[src/rtl/lrp_queue.sv]
module lrp_queue #(
	parameter int WIDTH = 64,
	parameter int DEPTH = 2
) (
	input  logic             clk,
	input  logic             arst_n,
	input  logic             push,
	input  logic [WIDTH-1:0] push_data,
	output logic             full,
	input  logic             pop,
	output logic [WIDTH-1:0] pop_data,
	output logic             empty
);

	localparam int PTRW = $clog2(DEPTH);
	localparam int CNTW = $clog2(DEPTH + 1);

	logic [WIDTH-1:0] mem_q [DEPTH];
	logic [PTRW-1:0]  wr_ptr_q, rd_ptr_q;
	logic [CNTW-1:0]  count_q;

	assign full     = (count_q == CNTW'(DEPTH));
	assign empty    = (count_q == '0);
	assign pop_data = mem_q[rd_ptr_q];

	always_ff @(posedge clk or negedge arst_n) begin
		if (!arst_n) begin
			wr_ptr_q <= '0;
			rd_ptr_q <= '0;
			count_q  <= '0;
		end else begin
			if (push) begin
				wr_ptr_q <= (wr_ptr_q == PTRW'(DEPTH - 1)) ? '0 : wr_ptr_q + 1'b1;
			end
			if (pop) begin
				rd_ptr_q <= (rd_ptr_q == PTRW'(DEPTH - 1)) ? '0 : rd_ptr_q + 1'b1;
			end
			case ({push, pop})
				2'b10:   count_q <= count_q + 1'b1;
				2'b01:   count_q <= count_q - 1'b1;
				default: count_q <= count_q;
			endcase
		end
	end

	always_ff @(posedge clk) begin
		if (push) begin
			mem_q[wr_ptr_q] <= push_data;
		end
	end

endmodule

[config.mk]
export PLATFORM = sky130hd
export DESIGN_NAME = lrp_queue
export DESIGN_NICKNAME = d
export VERILOG_FILES = /design/src/rtl/lrp_queue.sv
export SDC_FILE = /design/constraint.sdc
export NUM_CORES = 1
export LEC_CHECK = 0
export ABC_CLOCK_PERIOD_IN_PS = 4100
export BUFFER_PORTS_ARGS = -buffer_cell sky130_fd_sc_hd__buf_2
export CAP_MARGIN = 20
export CORE_MARGIN = 3
export CORE_UTILIZATION = 52
export CTS_CLUSTER_SIZE = 20
export DETAILED_ROUTE_END_ITERATION = 10
export PLACE_DENSITY_LB_ADDON = 0.2
export SLEW_MARGIN = 20
export SYNTH_ARGS = -nofsm -noshare
export SYNTH_HDL_FRONTEND = slang
export SYNTH_SLANG_ARGS = --single-unit
[constraint.sdc]
create_clock -name clk -period 4.1 [get_ports clk]
set_clock_uncertainty 0.1 [all_clocks]
set_input_delay 0.82 -clock clk [delete_from_list [all_inputs] [get_ports clk]]
set_output_delay 0.82 -clock clk [all_outputs]
set_load 0.02 [all_outputs]
==> impl.org, run 1 <==
** Clock tree
- Number of clock sinks :: 132
- Clk Tree Root Cell :: sky130_fd_sc_hd__clkbuf_8
- Post-CTS repair changed the size of 0 cells.
- At the later pin of the worst-skew pair, clock insertion delay measures 0.49 ns.
- Number of hold-repair buffers added at the cts stage :: 1
- After clock tree synthesis, the clock-pin slew on the worst setup and hold paths is 0.06 ns.
- The longest clock path from root to sink contains 2 buffers.
- The H-tree was split into 4 levels.
- TritonCTS clock tree :: yes
- Counting the buffers created by CTS gives 17.
- Buffers added to address setup during post-CTS repair amount to 0.

** Drt
- Number of antenna-violating nets in the routed design :: 0
- Using the TritonRoute via totals, the vias-per-cell ratio works out to 4.792.
- The routed layout has 2420 vias.
- DR DRC count :: 0
- The detailed router finished its first iteration with 112 violations.
- The first TritonRoute pass finished after 4 iterations.
- Post-Route WL :: 7964 um
- After detailed routing, the average wire length per cell comes to 15.77 um.

** STA
- F_max :: 0.3280 GHz
- Unrepaired setup endpoints after global routing :: no
- The clock period could shrink to 3.049 ns.
- Min setup slack post-route :: 1.051 ns
- # setup viols final :: 0
- The final critical path takes up 74.36% of the cycle.
- For the final routed database, the setup TNS stands at 0 ns.
- For the pin with the worst max-slew slack, the measured transition is 0.8732 ns.
- Hold violation count in the final report :: 0
- The max-slew violation count was 0.
- The worst pin sits at a relative slew slack of 41.79%.

** Logic synthesis
- Sequential cells were found to cover 78.74% of the synthesized design area.
- Number of instances in the synthesized netlist :: 215
- By area the synthesized netlist is led by sky130_fd_sc_hd__edfxtp_1 (77%), sky130_fd_sc_hd__mux2_4 (15%), sky130_fd_sc_hd__mux2_2 (3.1%), sky130_fd_sc_hd__dfrtp_1 (2.0%), sky130_fd_sc_hd__buf_6 (1.3%).
- Top cell type's share of synthesized area :: 76.74%
- Synthesis warning total :: 0
- The number of nets in the synthesized netlist is 284.
- Distinct cell type count of the synthesized netlist :: 13
- Flip-flop and latch count after synthesis :: 132
- Area of the mapped netlist :: 5009 um^2
- Mean instance size in the synthesized netlist :: 23.30 um^2
- Of all cell types, the one taking the most synthesized area is sky130_fd_sc_hd__edfxtp_1.

** Run status
- Outcome :: finished, final reports clean

** Floorplan
- Die boundary width :: 104.1 um
- The floorplan has 35 rows.
- Number of top-level pins :: 134
- Effective utilization at floorplan :: 53.95%
- Core Area :: 9284 um^2
- The die is 104.1 um tall.
- Die ar. :: 10850 um^2

** Worst setup path
- In this run the register-to-register setup slack is 2.38 ns.
- Crit. End Element :: primary output
- At the worst endpoint, the required time is 3.18 ns.
- Crit Path Max Fanout :: 41
- Critical path class :: register to primary output
- The worst setup path is launched from a register.
- Data arrival, critical path :: 2.13 ns

** Min path
- The tightest min-delay check is of the register to register type.

** Final layout
- Area of the multi-input gates :: 998.5 um^2
- Relative to the synthesized area, the layout overhead comes to 28.20%.
- Proportion of layout cells with a drive suffix above 1 :: 61.97%
- The library cell used most frequently in the layout, excluding fill and tap cells, is sky130_fd_sc_hd__buf_2.
- Filler cell count :: 645
- Across the whole layout, storage elements account for 3948 um^2.
- The number of antenna diodes in the final layout is 0.
- Final net count :: 432
- Area of all placed cells without fillers :: 6421 um^2
- Measured on the finished design, the core utilization comes to 69.16%.
- In the layout the commonest cells are sky130_fd_sc_hd__buf_2 (133), sky130_fd_sc_hd__edfxtp_1 (128), sky130_fd_sc_hd__mux2_4 (50), sky130_fd_sc_hd__clkbuf_16 (16), sky130_fd_sc_hd__mux2_2 (14).

** Global routing
- The number of antenna violations at the first check in global routing was 0.
- The number of global-route vias before repair was 2613.
- Sum of overflow across all layers after global routing :: 0
- The first global-routing pass estimated 12890 um of wire.
- Largest net degree at the start of global routing :: 65
- Global-route total usage across every layer :: 15.69%

** Power and ir drop
- Pleak :: 2.590 nW
- The completed layout was analyzed and its total power is 4.879 mW.
- Across the VDD grid, the largest voltage drop is 506.7 uV.
- Power Dens Cells :: 759.8 nW/um^2

** Placement
- Area after DPL :: 5817 um^2
- Detailed placement finished with a half-perimeter wire length of 5036 um.
- Setup Slack @ Placement :: 1.544 ns
- Routability-driven placement finished with a final weighted congestion of 0.6600.
- Number of buffers added on ports :: 133

** Run
- Number of max-cap violations :: 0
-- worst max-delay path, cell delays in order (launching register included) --
cell,delay (ns)
sky130_fd_sc_hd__dfrtp_4,0.73
sky130_fd_sc_hd__buf_12,0.34
sky130_fd_sc_hd__mux2_2,0.39
sky130_fd_sc_hd__buf_2,0.16
-- flip-flops by register name, summed over array words and instances (netlist names) --
| register | cells |
|---|---|
| mem_q | 128 |
| count_q | 2 |
| wr_ptr_q | 1 |
| rd_ptr_q | 1 |
-- final cells by class --
cell class                 count  area share, %
tap                          129          2.514
inverter                       1        0.05846
sequential                   132          61.48
clock inverter                14          2.747
timing repair buffer         136          11.15
clock buffer                  18          6.508
multi-input combinational     75          15.55
-- through the flow --
step                      cells  hold WS [ns]
after global placement      472        0.3722
after floorplan             215        0.3563
after CTS                   505        0.3712
after detailed placement    472        0.3822
final                       505        0.3925
after global routing        505        0.3721
-- worst paths after layout --
check | from | endpoint | cells past startpoint
worst min register to register | count_q[1]$_DFFE_PN0P_ | count_q[1]$_DFFE_PN0P_ | 1
worst max register to register | wr_ptr_q$_DFFE_PN0P_ | mem_q[0][25]$_DFFE_PP_ | 2
max in group asynchronous | arst_n | rd_ptr_q$_DFFE_PN0P_ | 2
worst max-delay path | rd_ptr_q$_DFFE_PN0P_ | pop_data[35] | 3
worst min-delay path | count_q[1]$_DFFE_PN0P_ | count_q[1]$_DFFE_PN0P_ | 1
min in group asynchronous | arst_n | count_q[0]$_DFFE_PN0P_ | 2
-- power breakdown --
part	leakage [nW]	switching [mW]	total [mW]	internal [mW]
combinational	1.06	0.792	1.46	0.671
clock	0.286	0.551	1.48	0.933
sequential	1.25	0.136	1.93	1.80
total	2.59	1.48	4.88	3.40
-- cell usage after synthesis --
library cell,n
sky130_fd_sc_hd__and2_1,1
sky130_fd_sc_hd__ha_1,1
sky130_fd_sc_hd__edfxtp_1,128
sky130_fd_sc_hd__nor2b_1,1
sky130_fd_sc_hd__dfrtp_1,4
sky130_fd_sc_hd__xnor2_1,2
sky130_fd_sc_hd__mux2_2,14
sky130_fd_sc_hd__buf_6,6
sky130_fd_sc_hd__mux2_4,50
sky130_fd_sc_hd__inv_1,1
sky130_fd_sc_hd__nor2_1,3
sky130_fd_sc_hd__buf_2,1
sky130_fd_sc_hd__xor2_1,3
-- cell families after synthesis --
group / share of synthesized area, %
buffers and inverters: 1.524
AND/OR/NAND/NOR: 0.4748
multiplexers: 18.14
XOR/XNOR: 0.8745
flip-flops: 78.74
adder cells (fa/ha/maj): 0.2498
-- layer usage --
metal	track usage, %	routed length [um]	vias to the layer above
met5	0	0	-
met4	6.553	66	0
met3	7.014	604	5
met2	25.49	3949	89
met1	18.19	3344	1176
li1	-	-	1150
Note: power is estimated with default switching activity, not from simulation.
==> run 2: changes to the inputs <==
--- a/config.mk
+++ b/config.mk
@@ -5,11 +5,12 @@
 export SDC_FILE = /design/constraint.sdc
 export NUM_CORES = 1
 export LEC_CHECK = 0
-export ABC_CLOCK_PERIOD_IN_PS = 4100
+export ABC_AREA = 1
+export ABC_CLOCK_PERIOD_IN_PS = 2550
 export BUFFER_PORTS_ARGS = -buffer_cell sky130_fd_sc_hd__buf_2
 export CAP_MARGIN = 20
 export CORE_MARGIN = 3
-export CORE_UTILIZATION = 52
+export CORE_UTILIZATION = 47
 export CTS_CLUSTER_SIZE = 20
 export DETAILED_ROUTE_END_ITERATION = 10
 export PLACE_DENSITY_LB_ADDON = 0.2
==> constraint.sdc (replaced) <==
create_clock -name clk -period 2.55 [get_ports clk]
set_clock_uncertainty 0.1 [all_clocks]
set_input_delay 0.51 -clock clk [delete_from_list [all_inputs] [get_ports clk]]
set_output_delay 0.51 -clock clk [all_outputs]
set_load 0.02 [all_outputs]
==> run 2 against run 1 <==
Net effect: critical endpoint is now pop_data[19]; non-clock buffer count rose by 6; hold slack got worse by 0.30 ns; setup slack got worse by 0.90 ns; via count rose by 22%; cell count rose by 29%; global-route usage fell by 0.68 points; utilization fell by 5.6 points; highest routed layer unchanged; synthesized area fell by 0.37%.
==> impl.org, run 2 <==
** Run status
- Outcome :: finished, final reports clean (unchanged)

** STA
- Unrepaired setup endpoints after global routing :: no (unchanged)
- Min setup slack post-route :: 0.1463 ns (was 1.051 ns)
- F_max :: 0.4160 GHz
- # setup viols final :: 0 (unchanged)
- The max-slew violation count came to 0 (unchanged).
- Final critical-path share of the clock period :: 94.26%
- Post-route setup TNS :: 0 ns (unchanged)
- Tmin final :: 2.404 ns
- Hold violation count in the final report :: 0 (unchanged)
- Transition time at the pin with the least slew margin :: 0.5134 ns (was 0.8732 ns)
- The tightest slew margin relative to the limit was 65.77% (was 41.79%).

** Power and ir drop
- Power Dens Cells :: 1223 nW/um^2 (was 759.8 nW/um^2)
- The reported leakage power is 2.760 nW (was 2.590 nW).
- The overall power came to 7.811 mW (was 4.879 mW).
- The largest voltage drop on the vdd net came to 593.5 uV (was 506.7 uV).

** Clock tree
- TritonCTS clock tree :: yes (unchanged)
- The number of buffers created by CTS was 17 (unchanged).
- The clock sink count is 132 (unchanged).
- Clock-pin transition on the worst setup and hold timing paths :: 0.06 ns (about the same)
- Maximum clock insertion buffer count :: 2 (unchanged)
- Clk Tree Root Cell :: sky130_fd_sc_hd__clkbuf_8 (unchanged)
- The level count of the clock H-tree came to 4 (unchanged).
- The number of gates resized after CTS was 0 (unchanged).
- Clock latency at the later pin of the worst-skew pair :: 0.49 ns (about the same)

** Worst setup path
- Cells along the critical path :: buf_12, o21ai_0, buf_2 (was buf_12, mux2_2, buf_2)
- Max stage delay on crit path :: 0.60 ns (was 0.73 ns)
- Crit. End Element :: primary output (unchanged)
- The top fanout value on the critical path is 43 (was 41).
- Family with the most delay on the worst path :: flip-flops (unchanged)
- The library cell contributing the largest single delay on the critical path is sky130_fd_sc_hd__dfrtp_4 (unchanged).
- The data required time at the worst endpoint came to 1.94 ns (was 3.18 ns).
- Data arrival, critical path :: 1.79 ns (was 2.13 ns)
- Critical path class :: register to primary output (unchanged)
- Crit path buf inv count :: 2 (unchanged)
- The startpoint class of the critical path is a register (unchanged).

** Floorplan
- The count of boundary I/O pins came to 134 (unchanged).
- Effective utilization at floorplan :: 49.68% (was 53.95%)
- The die extent in x is 109.0 um (was 104.1 um).
- Die Ht :: 109.0 um (was 104.1 um)
- The total die area is 11890 um^2 (was 10850 um^2).
- Core Rows :: 36 (was 35)
- Core Area :: 10040 um^2 (was 9284 um^2)

** Logic synthesis
- The count of flip-flops with a built-in enable after synthesis is 128 (unchanged).
- Synth top area cells: sky130_fd_sc_hd__edfxtp_1 (77%), sky130_fd_sc_hd__inv_1 (5.3%), sky130_fd_sc_hd__nand2_1 (5.2%), sky130_fd_sc_hd__o21ai_0 (4.8%), sky130_fd_sc_hd__buf_6 (2.5%) (was sky130_fd_sc_hd__edfxtp_1 (77%), sky130_fd_sc_hd__mux2_4 (15%), sky130_fd_sc_hd__mux2_2 (3.1%), sky130_fd_sc_hd__dfrtp_1 (2.0%), sky130_fd_sc_hd__buf_6 (1.3%)).
- The yosys synthesis warning count is 0 (unchanged).
- Mean instance size in the synthesized netlist :: 13.94 um^2 (was 23.30 um^2)
- Largest area contributor in the synthesized netlist :: sky130_fd_sc_hd__edfxtp_1 (unchanged)
- The cell count after synthesis was 358 (was 215).
- Most common cell in the synthesized netlist :: sky130_fd_sc_hd__edfxtp_1 (unchanged)
- The sequential fraction of the synthesis area is 79.04% (was 78.74%).
- Area of the mapped netlist :: 4990 um^2 (was 5009 um^2)
- Distinct cell type count of the synthesized netlist :: 15 (was 13)
- The async set-reset flop share out of synthesis is 3.030% (unchanged).
- Flip-flop and latch count after synthesis :: 132 (unchanged)
- The number of nets in the synthesized netlist came to 427 (was 284).
- Most numerous cell types in the synthesized netlist: sky130_fd_sc_hd__edfxtp_1 (128), sky130_fd_sc_hd__inv_1 (70), sky130_fd_sc_hd__nand2_1 (69) (was sky130_fd_sc_hd__edfxtp_1 (128), sky130_fd_sc_hd__mux2_4 (50), sky130_fd_sc_hd__mux2_2 (14)).
- Commonest register cell after synthesis :: sky130_fd_sc_hd__edfxtp_1 (unchanged)
- The top cell type's share of synthesized area came to 77.03% (was 76.74%).

** Drt
- The detailed-route via count is 2955 (was 2420).
- DRC violation total after the first TritonRoute iteration :: 114 (was 112)
- Number of antenna-violating nets in the routed design :: 0 (unchanged)
- Router iterations before antenna repair :: 4 (unchanged)
- The average via count per standard cell came to 4.546 (was 4.792).
- DR DRC count :: 0 (unchanged)
- Routed wirelength normalized by instance count :: 13.43 um (was 15.77 um)
- The total detailed-routing wirelength came to 8728 um (was 7964 um).

** Run
- Number of max-cap violations :: 0 (unchanged)

** Final layout
- Commonest cells after routing, fill and taps aside :: sky130_fd_sc_hd__buf_2 (133), sky130_fd_sc_hd__edfxtp_1 (128), sky130_fd_sc_hd__inv_1 (69), sky130_fd_sc_hd__nand2_1 (69), sky130_fd_sc_hd__o21ai_0 (48) (was sky130_fd_sc_hd__buf_2 (133), sky130_fd_sc_hd__edfxtp_1 (128), sky130_fd_sc_hd__mux2_4 (50), sky130_fd_sc_hd__clkbuf_16 (16), sky130_fd_sc_hd__mux2_2 (14))
- Regs by FF count: mem_q: 128 flops, count_q: 2 flops (unchanged).
- The commonest non-fill, non-tap cell in the layout is sky130_fd_sc_hd__buf_2 (unchanged).
- The number of antenna cells inserted is 0 (unchanged).
- The final core utilization is 63.57% (was 69.16%).
- The synthesis-to-layout area growth was 27.96% (was 28.20%).
- The register name with the most flops is mem_q (unchanged).
- Final net count :: 574 (was 432)
- The flip-flop count of the largest register, all copies and words added is 128 (unchanged).
- The post-route cell area came to 6385 um^2 (was 6421 um^2).
- Proportion of layout cells with a drive suffix above 1 :: 33.46% (was 61.97%)

** Placement
- Final HPWL DP :: 5765 um (was 5036 um)
- The cell area reported after detailed placement is 5756 um^2 (was 5817 um^2).
- Setup Slack @ Placement :: 0.5800 ns (was 1.544 ns)
- The port buffer count came to 133 (unchanged).
- The final estimated routing congestion in global placement came to 0.7335 (was 0.6600).

** Global routing
- Via count of the first global-routing pass :: 2849 (was 2613)
- Largest net degree at the start of global routing :: 44 (was 65)
- The overflow left after global routing was 0 (unchanged).
- Global-route total usage across every layer :: 15.01% (was 15.69%)
- Antenna violations before repair :: 0 (unchanged)
- First-pass GRT wire length :: 13250 um (was 12890 um)

** Min path
- The worst hold-check path type is input pin to register (was register to register).
-- run 2: final cells by class --
cell class	count	area, um^2
fillers	761	3660
clock buffers	19	421.7
flip-flops and latches	132	3948
well taps	133	166.4
inverters	70	262.8
repair buffers	142	755.7
clock inverters	12	182.7
multi-input cells	142	648.1
-- run 2: worst paths after layout --
kind                                        start                      to  slack, ns  depth (start not counted)
max                          rd_ptr_q$_DFFE_PN0P_            pop_data[19]       0.15                          3
min                                 push_data[58]  mem_q[0][58]$_DFFE_PP_        0.1                          1
max reg2reg                  wr_ptr_q$_DFFE_PN0P_  mem_q[1][13]$_DFFE_PP_       1.07                          3
min reg2reg                count_q[1]$_DFFE_PN0P_  count_q[1]$_DFFE_PN0P_       0.40                          2
max in group asynchronous                  arst_n    rd_ptr_q$_DFFE_PN0P_       1.95                          2
min in group asynchronous                  arst_n  count_q[1]$_DFFE_PN0P_       0.25                          2
-- run 2: kinds of logic after synthesis --
logic type      synth area share, %
compound gates                6.419
xor+xnor                     0.5267
fa+ha+maj                    0.2507
buf+inv                       8.124
flops                         79.04
simple gates                  5.642
-- run 2: through the flow --
stage,std cells,hold WS [ns]
CTS,649,0.06875
global route,650,0.06777
floorplan,358,0.1144
detailed placement,617,0.2246
finish,650,0.09701
global placement,617,0.2201
-- run 2: metal layers --
| layer | global-route usage (%) | share of wire [%] | vias to the layer above |
|---|---|---|---|
| met4 | 6.312 | 1.6 | 0 |
| li1 | - | - | 1506 |
| met1 | 17.19 | 41 | 1343 |
| met5 | 0 | 0 | - |
| met3 | 5.269 | 7.1 | 10 |
| met2 | 25.57 | 51 | 96 |
-- run 2: power breakdown --
part / leakage (nW) / internal (mW) / switching, mW / total, mW
clock: 0.284 / 1.59 / 0.854 / 2.44
combinational: 1.23 / 0.710 / 1.60 / 2.31
sequential: 1.25 / 2.89 / 0.170 / 3.06
-- run 2: repair_timing --
action	in CTS	in global routing
hold endpoints to repair	4	0
hold buffers	1	0
endpoints found under the setup margin	0	16
buffers inserted	0	1
==> run 3: changes to the inputs <==
--- a/config.mk
+++ b/config.mk
@@ -13,7 +13,8 @@
 export CORE_UTILIZATION = 47
 export CTS_CLUSTER_SIZE = 20
 export DETAILED_ROUTE_END_ITERATION = 10
-export PLACE_DENSITY_LB_ADDON = 0.2
+export GPL_ROUTABILITY_DRIVEN = 0
+export PLACE_DENSITY = 0.77
 export SLEW_MARGIN = 20
 export SYNTH_ARGS = -nofsm -noshare
 export SYNTH_HDL_FRONTEND = slang
==> run 3 against run 2 <==
Net effect: final area shrank 0.92%; clock power fell by 8.6%; setup slack worse by 0.040 ns; non-clock buffer count fell by 1; global-route usage grew 0.85 points; critical path depth is the same; sequential share of layout area is 0.57 points higher; sequential power about the same; sequential cell count unchanged; count of clock-buffer cells in the layout fell by 1; combinational power is essentially flat; largest cell class unchanged; largest power group unchanged; highest routed layer unchanged.
==> impl.org, run 3 (synthesized netlist as in run 2, its figures left out) <==
** Floorplan
- The number of core rows came to 36 (unchanged).
- The count of boundary I/O pins is 134 (unchanged).
- Die Ht :: 109.0 um (unchanged)
- Die ar. :: 11890 um^2 (unchanged)
- Core Area :: 10040 um^2 (unchanged)
- Effective utilization at floorplan :: 49.68% (unchanged)
- Die boundary width :: 109.0 um (unchanged)

** Min path
- The cell depth of the worst hold path was 1 (unchanged).
- End point of the most critical hold path :: mem_q[0][43]$_DFFE_PP_ (was mem_q[0][58]$_DFFE_PP_)
- The critical hold path startpoint was push_data[43] (was push_data[58]).
- The worst hold-check path type is input pin to register (unchanged).

** Final layout
- The number of fill cells in the layout is 793 (was 761).
- Commonest cells after routing, fill and taps aside: sky130_fd_sc_hd__buf_2 (133), sky130_fd_sc_hd__edfxtp_1 (128), sky130_fd_sc_hd__inv_1 (69), sky130_fd_sc_hd__nand2_1 (69), sky130_fd_sc_hd__o21ai_0 (48) (unchanged).
- Final net count :: 573 (was 574)
- Max reg flops :: 128 (unchanged)
- Register with the highest flop count :: mem_q (unchanged)
- Proportion of layout cells with a drive suffix above 1 :: 33.08% (was 33.46%)
- Most frequent standard cell in the layout excluding fill and tap cells :: sky130_fd_sc_hd__buf_2 (unchanged)
- Number of antenna repair diodes :: 0 (unchanged)
- Regs by FF count: mem_q: 128 flops, count_q: 2 flops (unchanged).
- Post-layout instance count excluding filler cells :: 650 (unchanged)
- Area delta synth->final :: 26.78% (was 27.96%)

** Run status
- Outcome: finished, final reports clean (unchanged).

** Placement
- Final HPWL DP :: 5881 um (was 5765 um)
- The cell count after placement was 616 (was 617).
- Number of buffers added on ports :: 133 (unchanged)

** Power and ir drop
- The total net switching power came to 2.650 mW (was 2.628 mW).
- Cell internal pwr :: 4.961 mW (was 5.183 mW)
- The power density relative to cell area was 1203 nW/um^2 (was 1223 nW/um^2).
- Gate power share :: 30.4% (was 29.6%)
- Net switching share of the total power :: 34.82% (was 33.64%)
- The reported leakage power came to 2.733 nW (was 2.760 nW).
- The part of the power in registers was 40.2% (was 39.1%).
- Worst VDD drop :: 628.9 uV (was 593.5 uV)
- Part of the power in the clock network :: 29.4% (was 31.2%)

** Global routing
- Largest net degree at the start of global routing :: 62 (was 44)
- Global-route total usage across every layer :: 15.86% (was 15.01%)
- The overflow left after global routing came to 0 (unchanged).
- The number of antenna violations at the first check in global routing came to 0 (unchanged).
- Via count of the first global-routing pass :: 3019 (was 2849)
- The global-route wire length before repair came to 13990 um (was 13250 um).

** STA
- The worst hold slack was 0.08963 ns (was 0.09701 ns).
- The final number of setup-violating endpoints came to 0 (unchanged).
- Post-route setup TNS :: 0 ns (unchanged)
- F_max :: 0.4092 GHz (was 0.4160 GHz)
- Slew headroom :: 66.90% (was 65.77%)
- Transition time at the pin with the least slew margin :: 0.4965 ns (was 0.5134 ns)
- Tmin final :: 2.444 ns (was 2.404 ns)
- Hold violation count in the final report :: 0 (unchanged)
- Final critical-path share of the clock period :: 95.83% (was 94.26%)
- Max Slew Vio Count :: 0 (unchanged)
- Unrepaired setup endpoints after global routing: no (unchanged).

** Clock tree
- The deepest clock path buffer count came to 2 (unchanged).
- Number of buffers created by CTS :: 17 (unchanged)
- The clock-pin slew on the worst setup and hold paths came to 0.06 ns (about the same).
- Number of clock sinks :: 132 (unchanged)
- The clock tree from TritonCTS is yes (unchanged).
- Clk Tree Root Cell :: sky130_fd_sc_hd__clkbuf_8 (unchanged)
- The level count of the clock H-tree came to 4 (unchanged).
- Clock latency at the later pin of the worst-skew pair :: 0.51 ns (was 0.49 ns)

** Worst setup path
- Kind of start point of the critical path :: register (unchanged)
- The critical path class is register to primary output (unchanged).
- The depth of the worst register-to-register path is 2 (was 3).
- The data arrival at the endpoint of the critical path came to 1.83 ns (was 1.79 ns).
- Required time at the endpoint of the critical path :: 1.94 ns (about the same)
- Setup slack of the worst register-to-register path :: 1.07 ns (about the same)
- Worst reg2reg path endpoint :: mem_q[0][17]$_DFFE_PP_ (was mem_q[1][13]$_DFFE_PP_)
- The startpoint of the most critical register-to-register path is wr_ptr_q$_DFFE_PN0P_ (unchanged).
- Crit Path Max Fanout :: 29 (was 43)
- The kind of end point of the critical path is a primary output (unchanged).

** Drt
- The number of detailed-route iterations in the first pass came to 4 (unchanged).
- The detailed-route via count is 3002 (was 2955).
- Number of antenna-violating nets in the routed design :: 0 (unchanged)
- The detailed router's first-iteration violation count was 126 (was 114).
- The remaining design rule violation count came to 0 (unchanged).
- The total detailed-routing wirelength was 8996 um (was 8728 um).
- Routed wirelength normalized by instance count :: 13.84 um (was 13.43 um)
- The average via count per standard cell came to 4.618 (was 4.546).

** Run
- The max-capacitance violation count came to 0 (unchanged).
run 3: changes by cell type in the layout (fill, tap and decap cells not counted), sizes merged:
cell | previous run | this run
buf | 141 | 140
clkinv | 5 | 9
bufinv | 4 | 2
clkbuf | 19 | 18
run 3: what timing repair did:
action	in CTS	in global routing
resized for setup	0	0
buffers inserted	1	0
endpoints found under the setup margin	3	0
hold buffers	1	0
hold endpoints to repair	4	0
run 3: final cells by class:
class / count / area [um^2] / area share, %
flip-flops and latches: 132 / 3948 / 62.40
repair buffers: 141 / 744.5 / 11.77
multi-input cells: 142 / 648.1 / 10.25
clock buffers: 18 / 417.9 / 6.606
inverters: 70 / 262.8 / 4.153
well taps: 133 / 166.4 / 2.631
clock inverters: 14 / 138.9 / 2.195
run 3: how the worst max path moves through the flow:
stage | start | to | slack [ns] | depth (start not counted)
after floorplan | push | mem_q[1][0]$_DFFE_PP_ | 0.22 | 2
after global placement | rd_ptr_q$_DFFE_PN0P_ | pop_data[19] | 0.58 | 4
after detailed placement | rd_ptr_q$_DFFE_PN0P_ | pop_data[21] | 0.54 | 4
after CTS | rd_ptr_q$_DFFE_PN0P_ | pop_data[21] | 0.06 | 3
after global routing | rd_ptr_q$_DFFE_PN0P_ | pop_data[16] | 0.01 | 3
final | rd_ptr_q$_DFFE_PN0P_ | pop_data[21] | 0.11 | 3
run 3: per-stage QoR:
stage	setup slack [ns]	util [%]	instance area, um^2	power (mW)
after floorplan	0.2243	-	4997	4.728
after global placement	0.5834	57.22	5748	5.374
after detailed placement	0.5401	57.22	5748	5.435
after CTS	0.06026	62.98	6326	7.716
after global routing	0.01067	62.98	6326	8.050
final	0.1064	62.98	6326	7.611
run 3: layer usage:
layer,track usage [%],wire length (um)
met1,19.66,3671
met2,25.44,4518
met3,5.151,652
met4,7.214,154
met5,0,0
run 3: worst max-delay path, stage by stage, from the launching register on:
cell                      delay, ns
sky130_fd_sc_hd__dfrtp_4       0.60
sky130_fd_sc_hd__buf_4         0.26
sky130_fd_sc_hd__o21ai_0       0.25
sky130_fd_sc_hd__buf_2         0.21
run 3: power groups by stage:
stage	Sequential [mW]	Clock, mW	Combinational [mW]
floorplan	3.03	0	1.70
global placement	3.11	0	2.27
detailed placement	3.13	0	2.30
CTS	3.07	2.29	2.36
global route	3.11	2.38	2.57
finish	3.06	2.23	2.32
